## src/design/fcp_pkg.sv

```systemverilog
package fcp_pkg;

  // Line and value sizing
  localparam int unsigned MAX_LINE   = 64;
  localparam int unsigned VALUE_BITS = 16;
  localparam int unsigned POS_W      = $clog2(MAX_LINE + 1);
  localparam int unsigned MAX_W      = 10;

  // Keyword table geometry
  localparam int unsigned KW_COUNT   = 6;
  localparam int unsigned KW_LEN_MAX = 8;
  localparam int unsigned KW_IDX_W   = $clog2(KW_LEN_MAX);
  localparam int unsigned KW_VREL    = 4;
  localparam int unsigned KW_VEL     = 5;

  // Result codes
  typedef enum logic [2:0] {
    CODE_VEL     = 3'd0,
    CODE_VREL    = 3'd1,
    CODE_VENTILA = 3'd2,
    CODE_EXAUST  = 3'd3,
    CODE_PARAR   = 3'd4,
    CODE_RETVEL  = 3'd5,
    CODE_UNKNOWN = 3'd6,
    CODE_BAD     = 3'd7
  } code_e;

  // Characters with a meaning of their own
  localparam logic [7:0] CHAR_STAR  = 8'h2A;
  localparam logic [7:0] CHAR_SPACE = 8'h20;
  localparam logic [7:0] CHAR_PLUS  = 8'h2B;
  localparam logic [7:0] CHAR_MINUS = 8'h2D;
  localparam logic [7:0] CHAR_ZERO  = 8'h30;
  localparam logic [7:0] CHAR_NINE  = 8'h39;

  // Keyword spelling, zero padded; the four exact words end in a star
  localparam logic [7:0] KW_TEXT [KW_COUNT][KW_LEN_MAX] = '{
    '{"V", "E", "N", "T", "I", "L", "A", "*"},
    '{"E", "X", "A", "U", "S", "T", "*", 8'h00},
    '{"P", "A", "R", "A", "R", "*", 8'h00, 8'h00},
    '{"R", "E", "T", "V", "E", "L", "*", 8'h00},
    '{"V", "R", "E", "L", 8'h00, 8'h00, 8'h00, 8'h00},
    '{"V", "E", "L", 8'h00, 8'h00, 8'h00, 8'h00, 8'h00}
  };
  localparam int unsigned KW_LEN [KW_COUNT] = '{8, 7, 6, 7, 4, 3};

  // Result handed from the parser core to the result register
  typedef struct packed {
    code_e                  code;
    logic                   direction;
    logic [VALUE_BITS-1:0]  value;
  } fcp_res_t;

endpackage

```

## src/design/fan_command_line_parser.sv

```systemverilog
// Fan command parser. Takes one ASCII command byte per beat and gives one result beat
// for each byte marked end_of_line: a code, the held direction and the held speed
// value. Bytes are taken at one per cycle while the input does not stall; a byte waits in
// the input register and, once processed, its result is loaded into the result register.
// The input stalls only when the buffered byte closes a line and the result register
// still holds an untaken result.
// max_percent is written with cfg_we_i and should change only while no line is open.
module fan_command_line_parser import fcp_pkg::*; (
  input  logic                   clk_i,
  input  logic                   rst_ni,
  input  logic                   cfg_we_i,
  input  logic [MAX_W-1:0]       max_percent_i,
  input  logic                   in_valid_i,
  output logic                   in_stall_o,
  input  logic [7:0]             char_in_i,
  input  logic                   end_of_line_i,
  output logic                   out_valid_o,
  input  logic                   out_stall_i,
  output logic [2:0]             result_code_o,
  output logic                   direction_o,
  output logic [VALUE_BITS-1:0]  speed_value_o
);

  logic                   in_valid_q;
  logic [7:0]             char_q;
  logic                   eol_q;
  logic [MAX_W-1:0]       max_q;
  logic                   out_valid_q;
  fcp_res_t               out_q;
  fcp_res_t               res;
  logic                   out_free;
  logic                   proc;
  logic                   in_accept;

  // Handshake: process a buffered byte unless it needs a full result slot
  assign out_free   = !out_valid_q || !out_stall_i;
  assign proc       = in_valid_q && (!eol_q || out_free);
  assign in_stall_o = in_valid_q && !proc;
  assign in_accept  = in_valid_i && !in_stall_o;

  // Limit register
  always_ff @(posedge clk_i or negedge rst_ni) begin
    if (!rst_ni) begin
      max_q <= MAX_W'(100);
    end else if (cfg_we_i) begin
      max_q <= max_percent_i;
    end
  end

  // Input register: load an accepted beat, drop a processed one
  always_ff @(posedge clk_i or negedge rst_ni) begin
    if (!rst_ni) begin
      in_valid_q <= 1'b0;
    end else if (in_accept) begin
      in_valid_q <= 1'b1;
    end else if (proc) begin
      in_valid_q <= 1'b0;
    end
  end

  always_ff @(posedge clk_i) begin
    if (in_accept) begin
      char_q <= char_in_i;
      eol_q  <= end_of_line_i;
    end
  end

  fcp_core u_core (
    .clk_i         (clk_i),
    .rst_ni        (rst_ni),
    .fire_i        (proc),
    .char_i        (char_q),
    .eol_i         (eol_q),
    .max_percent_i (max_q),
    .res_o         (res)
  );

  // Result register: load on a line end, release when taken
  always_ff @(posedge clk_i or negedge rst_ni) begin
    if (!rst_ni) begin
      out_valid_q <= 1'b0;
    end else if (proc && eol_q) begin
      out_valid_q <= 1'b1;
    end else if (!out_stall_i) begin
      out_valid_q <= 1'b0;
    end
  end

  always_ff @(posedge clk_i) begin
    if (proc && eol_q) begin
      out_q <= res;
    end
  end

  assign out_valid_o   = out_valid_q;
  assign result_code_o = out_q.code;
  assign direction_o   = out_q.direction;
  assign speed_value_o = out_q.value;

`ifndef SYNTH
  // Input stalls only for a line end blocked by an untaken result
  a_stall_cause: assert property (@(posedge clk_i) disable iff (!rst_ni)
    in_stall_o |-> (in_valid_q && eol_q && out_valid_q && out_stall_i))
    else $error("input stalled without a blocked result");

  // A processed line end always shows a result next cycle
  a_eol_result: assert property (@(posedge clk_i) disable iff (!rst_ni)
    (proc && eol_q) |=> out_valid_o)
    else $error("line end produced no result");

  // A byte that is not a line end never fills the result slot
  a_no_extra: assert property (@(posedge clk_i) disable iff (!rst_ni)
    (!out_valid_o && !(proc && eol_q)) |=> !out_valid_o)
    else $error("result appeared without a line end");

  // Accepted speed results never exceed the limit
  a_limit: assert property (@(posedge clk_i) disable iff (!rst_ni)
    (out_valid_o && (result_code_o == CODE_VEL || result_code_o == CODE_VREL))
      |-> (speed_value_o <= VALUE_BITS'(max_q)))
    else $error("speed result above limit");
`endif

endmodule

```

## src/design/fcp_core.sv

```systemverilog
module fcp_core import fcp_pkg::*; (
  input  logic             clk_i,
  input  logic             rst_ni,
  input  logic             fire_i,
  input  logic [7:0]       char_i,
  input  logic             eol_i,
  input  logic [MAX_W-1:0] max_percent_i,
  output fcp_res_t         res_o
);

  logic [POS_W-1:0]       pos_q, pos_d;
  logic [KW_COUNT-1:0]    flags_q, flags_d;
  code_e                  pend_q, pend_d;
  logic [VALUE_BITS-1:0]  acc_q, acc_d;
  logic                   star_q, star_d;
  logic                   lbs_q, lbs_d;
  logic                   ovf_q, ovf_d;
  logic                   dir_set_q, dir_set_d;
  logic                   dir_sub_q, dir_sub_d;
  logic                   hdir_q, hdir_d;
  logic [VALUE_BITS-1:0]  hval_q, hval_d;

  logic                   absorb;
  logic                   is_digit;
  logic [VALUE_BITS+3:0]  acc_x10;
  logic [VALUE_BITS+3:0]  acc_sum;
  logic [VALUE_BITS-1:0]  acc_add;
  logic                   exact_hit;
  code_e                  exact_code;
  code_e                  code;

  // Decimal accumulate with saturation
  assign is_digit = (char_i >= CHAR_ZERO) && (char_i <= CHAR_NINE);
  assign acc_x10  = {1'b0, acc_q, 3'b000} + {3'b000, acc_q, 1'b0};
  assign acc_sum  = acc_x10 + {{(VALUE_BITS){1'b0}}, char_i[3:0]};
  assign acc_add  = (|acc_sum[VALUE_BITS+3:VALUE_BITS]) ? {VALUE_BITS{1'b1}}
                                                        : acc_sum[VALUE_BITS-1:0];
  assign absorb   = pos_q < POS_W'(MAX_LINE);

  always_comb begin
    pos_d      = pos_q;
    flags_d    = flags_q;
    pend_d     = pend_q;
    acc_d      = acc_q;
    star_d     = star_q;
    lbs_d      = lbs_q;
    ovf_d      = ovf_q;
    dir_set_d  = dir_set_q;
    dir_sub_d  = dir_sub_q;
    hdir_d     = hdir_q;
    hval_d     = hval_q;
    exact_hit  = 1'b0;
    exact_code = CODE_UNKNOWN;
    code       = CODE_UNKNOWN;

    if (fire_i) begin
      if (!absorb) begin
        ovf_d = 1'b1;
      end else begin
        // Drop keywords that no longer match
        for (int k = 0; k < KW_COUNT; k++) begin
          if (flags_q[k]) begin
            if (pos_q < POS_W'(KW_LEN[k])) begin
              if (char_i != KW_TEXT[k][pos_q[KW_IDX_W-1:0]]) flags_d[k] = 1'b0;
            end else if (k < KW_VREL) begin
              flags_d[k] = 1'b0;
            end
          end
        end

        // VEL form: keyword, space, digits up to the star
        if (flags_d[KW_VEL]) begin
          if (pos_q == POS_W'(2)) begin
            pend_d = CODE_VEL;
          end else if (pos_q == POS_W'(3)) begin
            if (char_i != CHAR_SPACE) pend_d = CODE_BAD;
          end else if (pos_q >= POS_W'(4) && !star_d) begin
            if (char_i == CHAR_STAR) star_d = 1'b1;
            else if (is_digit) acc_d = acc_add;
            else pend_d = CODE_UNKNOWN;
          end
        end

        // VREL form: keyword, space or digit, sign, space, digits up to the star
        if (flags_d[KW_VREL]) begin
          if (pos_q == POS_W'(3)) begin
            pend_d = CODE_VREL;
          end else if (pos_q == POS_W'(4)) begin
            if (char_i == CHAR_STAR || (!is_digit && char_i != CHAR_SPACE)) pend_d = CODE_BAD;
          end else if (pos_q == POS_W'(5)) begin
            if (char_i == CHAR_PLUS) dir_set_d = 1'b1;
            else if (char_i == CHAR_MINUS) dir_sub_d = 1'b1;
            else pend_d = CODE_BAD;
          end else if (pos_q == POS_W'(6)) begin
            if (char_i != CHAR_SPACE) pend_d = CODE_UNKNOWN;
          end else if (pos_q >= POS_W'(7) && !star_d) begin
            if (char_i == CHAR_STAR) star_d = 1'b1;
            else if (is_digit) acc_d = acc_add;
            else pend_d = CODE_BAD;
          end
        end

        lbs_d = (char_i == CHAR_STAR);
        pos_d = pos_q + POS_W'(1);
      end

      // Close the line: pick the code, update held fields, clear line state
      if (eol_i) begin
        for (int k = KW_VREL - 1; k >= 0; k--) begin
          if (flags_d[k] && pos_q == POS_W'(KW_LEN[k] - 1)) begin
            exact_hit  = 1'b1;
            exact_code = code_e'(3'(k + 2));
          end
        end

        if (ovf_d) begin
          code = CODE_UNKNOWN;
        end else if (exact_hit) begin
          code = exact_code;
        end else if (lbs_d && ((flags_d[KW_VREL] && pos_q >= POS_W'(3)) ||
                               (flags_d[KW_VEL] && pos_q >= POS_W'(2)))) begin
          if (dir_set_d) hdir_d = 1'b0;
          else if (dir_sub_d) hdir_d = 1'b1;
          hval_d = acc_d;
          code   = pend_d;
          if (!star_d) code = CODE_BAD;
          if (acc_d > VALUE_BITS'(max_percent_i)) code = CODE_BAD;
        end

        pos_d     = '0;
        flags_d   = '1;
        pend_d    = CODE_UNKNOWN;
        acc_d     = '0;
        star_d    = 1'b0;
        lbs_d     = 1'b0;
        ovf_d     = 1'b0;
        dir_set_d = 1'b0;
        dir_sub_d = 1'b0;
      end
    end
  end

  assign res_o.code      = code;
  assign res_o.direction = hdir_d;
  assign res_o.value     = hval_d;

  // Line state and held fields
  always_ff @(posedge clk_i or negedge rst_ni) begin
    if (!rst_ni) begin
      pos_q     <= '0;
      flags_q   <= '1;
      pend_q    <= CODE_UNKNOWN;
      acc_q     <= '0;
      star_q    <= 1'b0;
      lbs_q     <= 1'b0;
      ovf_q     <= 1'b0;
      dir_set_q <= 1'b0;
      dir_sub_q <= 1'b0;
      hdir_q    <= 1'b0;
      hval_q    <= '0;
    end else begin
      pos_q     <= pos_d;
      flags_q   <= flags_d;
      pend_q    <= pend_d;
      acc_q     <= acc_d;
      star_q    <= star_d;
      lbs_q     <= lbs_d;
      ovf_q     <= ovf_d;
      dir_set_q <= dir_set_d;
      dir_sub_q <= dir_sub_d;
      hdir_q    <= hdir_d;
      hval_q    <= hval_d;
    end
  end

endmodule
```

## config.mk

```make
export PLATFORM = sky130hd
export DESIGN_NAME = fan_command_line_parser
export DESIGN_NICKNAME = d
export VERILOG_FILES = /design/src/design/fcp_pkg.sv /design/src/design/fan_command_line_parser.sv /design/src/design/fcp_core.sv
export SDC_FILE = /design/constraint.sdc
export NUM_CORES = 1
export LEC_CHECK = 0
export ABC_AREA = 1
export BUFFER_PORTS_ARGS = -buffer_cell sky130_fd_sc_hd__buf_2
export CAP_MARGIN = 0
export CORE_ASPECT_RATIO = 1.2
export CORE_MARGIN = 1
export CORE_UTILIZATION = 45
export DETAILED_ROUTE_END_ITERATION = 12
export GPL_TIMING_DRIVEN = 0
export PLACE_DENSITY = 0.61
export RECOVER_POWER = 50
export SYNTH_ARGS = -nofsm -noshare
export SYNTH_HDL_FRONTEND = slang
export SYNTH_HIERARCHICAL = 1
export SYNTH_SLANG_ARGS = --single-unit
```

## constraint.sdc

```tcl
create_clock -name clk_i -period 4.4 [get_ports clk_i]
set_clock_uncertainty 0.15 [all_clocks]
set_input_delay 0.44 -clock clk_i [delete_from_list [all_inputs] [get_ports clk_i]]
set_output_delay 0.44 -clock clk_i [all_outputs]
set_load 0.05 [all_outputs]
```

==> impl_results.md <==
- Final WL: approximately 17000 um
- Netlist cell types: 49
- CTS Hold Buffers Added: 0
- Mapped Cells: 855
- Slew HR: -1.42
- Crit-path leading delay family: simple AND/OR/NAND/NOR gates
- Total Routing Usage GR: 0.239
- Number of synthesized flops with an enable pin: 29
- CTS tree: built
- Post-Synth Simple-Gate Area: 0.256
- Tmin final: roughly 4.4 ns
- R2R Path Start: char_q[2]
- Synth async-reset ratio: 0.695
- Die height: 135 um
- # clock sinks: 95
- Commonest non-fill, non-tap cell in the layout: nand2_1
- PwrDens: 279 nW/um2
- Root Buffer: clkbuf_16
- Synth area leaders: dfrtp_1, edfxtp_1, nand2_1
- Final worst path period share: 0.993
- Critical Path Sink Type: flip-flop
- Vias in the first global route: 5762
- Share of the synthesized area in the top cell type: 0.207
- Mux contribution to synthesized area: 0
- Main combinational cell family by area after synthesis: simple AND/OR/NAND/NOR gates
- Worst-Margin Slew: about 3.6 ns
- Yosys warns: 6
- Starting Density: 0.461
- Multi-input gate area: approximately 3600 um2
- Layout cell share with drive strength beyond 1: 0.214
- Seq cells post-synth: 95
- Leakage: 3.80 nW
- Reg2reg end: result_code_o[1]
- Status: finished, violations left
- Cell Rows: 48
- Diode count: 0
- Clock tree buffer depth: 2
- RSZ-0062 raised after global routing: yes
- GRT overflow: 0
- Largest area contributor in the netlist: dfrtp_1
- Top FF cell, synth: dfrtp_1
- Most frequent cells in the layout: nand2_1, inv_1, nor2_1
- H-tree lvl count: 3
- Vias: 5794
- Final Power: 2.15 mW
- CP Class: reg2reg
- Fin Hold WS: 0.118 ns
- FILL cells: 1379
- Largest net degree at the start of global routing: 67
- Worst path required time: 4.34 ns
- Post-Syn Nets: 931
- Hold Fails Final Rpt: 0
- CP max-delay cell: edfxtp_1
- Worst min path class: in2reg
- CTS buffer count: 9
- Starting DRC count in detailed routing: 359
- Failing checks: capacitance limit, slew limit
- Final ANT Viol Nets: 0
- Drt first pass iters: 5
- Antenna violations before repair: 0
- Critical path fanouts, max: 5
- Hold Crit Start: char_in_i[5]
- Critical path arrival: 4.31 ns
- DRC violations left: 0
- Core outline area: ~14000 um2
- Area growth from synthesis to layout: 16.1%
- Setup-failing EPs final: 0
- R2r worst-path depth: 30
- Global-route wire length before repair: 28200 um
- R2r setup slk: about 0.029 ns
- Max stage delay on crit path: roughly 0.47 ns
- Synth Area in Compound Gates: 0.135
- Slew Limit Fails: 67
- VDD IR max: 0.189 mV
- WHS Endpoint: char_q[5]
- Die ar.: 15300 um2
- Post-DP HPWL: 13200 um
- Area share of xor/xnor cells in the synthesized design: 0.0342
- Number of I/O pins: between 40 and 50
- Synthesized cell area: about 6600 um2
- Max cap viols: 1
- Total Nets Final: 1004
- Hold path cells: 1
- Startpoint Class: flip-flop
- Syn Area/Cell: a little under 8 um2
- Area share of fa/ha/maj cells after synthesis: 0.100
- FF+latch area: 2540 um2
- Port-buffer cells: 44
- Wirelength per Cell: 15.5 um
- Die Span X: between 100 and 150 um
- Max Clk Rate: 0.229 GHz
- Register area share after synthesis: 0.381
- Routability cong.: 0.901
- Crit path buf inv count: 4
- Vias per inst: around 5.2
- Clock transition at the registers of the reported paths: 0.07 ns
- Clk_lat worst skew: 0.35 ns
-- cell families (layout without fill, tap and decap cells) --
logic type / Yosys count / count (layout)
buf+inv: 142 / 220
flops: 95 / 95
xor+xnor: 26 / 26
compound gates: 149 / 149
simple gates: 391 / 391
fa+ha+maj: 52 / 52
-- area by class of cell --
type | count | share of cell area
buffer | 22 | 0.0237
clock buffer | 9 | 0.0292
clock inverter | 7 | 0.0122
inverter | 120 | 0.0590
multi-input combinational | 618 | 0.473
sequential | 95 | 0.329
tap | 175 | 0.0284
timing repair buffer | 62 | 0.0457
-- sequential cells by signal, summed over array words and instances (netlist names) --
register and cells:
u_core/star_q 1, u_core/hdir_q 1, eol_q 1, u_core/lbs_q 1, char_q 8, out_valid_o 1
u_core/flags_q 6, max_q 10, u_core/pend_q 3, u_core/ovf_q 1, u_core/dir_sub_q 1, in_valid_q 1
u_core/hval_q 16, direction_o 1, result_code_o 3, u_core/pos_q 7, u_core/dir_set_q 1, u_core/acc_q 16
speed_value_o 16
-- how the worst max path moves through the flow --
stage | from | to | slack (ns) | cells after the start
floorplan | char_q[3] | result_code_o[2] | 0.16 | 29
global placement | char_q[3] | result_code_o[1] | -0.54 | 29
CTS | char_q[3] | result_code_o[1] | 0.003 | 27
global route | char_q[2] | result_code_o[1] | -0.26 | 31
detailed placement | char_q[3] | result_code_o[1] | -0.52 | 29
finish | char_q[2] | result_code_o[1] | 0.03 | 30
-- synthesized netlist by cell type, drive strengths merged (5+ instances only) --
| cell type | n |
|---|---|
| inv | 118 |
| nand2 | 232 |
| nor3 | 11 |
| nand4 | 5 |
| xor2 | 22 |
| dfstp | 11 |
| ha | 50 |
| clkbuf | 5 |
| edfxtp | 29 |
| nor2 | 74 |
| o21ai | 85 |
| nor4 | 6 |
| a21oi | 41 |
| nand3 | 57 |
| o22ai | 6 |
| dfrtp | 55 |
| buf | 17 |
-- power by group --
group	switching, mW	total, mW	internal [mW]	leakage [nW]
Combinational	0.243	0.355	0.111	2.51
Clock	0.400	0.814	0.414	0.154
Sequential	0.0311	0.986	0.955	1.14
Total	0.675	2.15	1.48	3.80
-- worst register-to-register path, delay by kind of cell, from the launching register on --
kind            cells  cell delay, ns
buf+inv             4            0.34
compound gates      6            0.66
fa+ha+maj           4            1.13
simple gates       16            1.39
flops               1            0.47
-- metal layers --
layer | track usage | up-vias | share of wire
met5 | 0 | - | 0
met4 | 0.129 | 0 | 0.049
met3 | 0.0313 | 53 | 0.025
met2 | 0.439 | 116 | 0.51
met1 | 0.270 | 2676 | 0.41
li1 | - | 2949 | -
-- per-stage QoR --
stage               utilization  worst slack, ns  TNS (ns)  std cells  instance area (um2)
global route              0.535           -0.258     -1.10       1108                 7720
CTS                       0.531          0.00280         0       1102                 7650
detailed placement        0.492           -0.519     -1.51       1074                 7090
floorplan                     -            0.157         0        855                 6650
finish                    0.535           0.0287         0       1108                 7720
global placement          0.492           -0.542     -1.58       1074                 7090
-- what timing repair did --
action | in CTS | in global routing
buffers inserted | 11 | 6
resized for setup | 40 | 22
endpoints found under the setup margin | 3 | 3
pin swaps | 25 | 4
gates cloned | 1 | 0
Power figures use the tool's default switching activity.
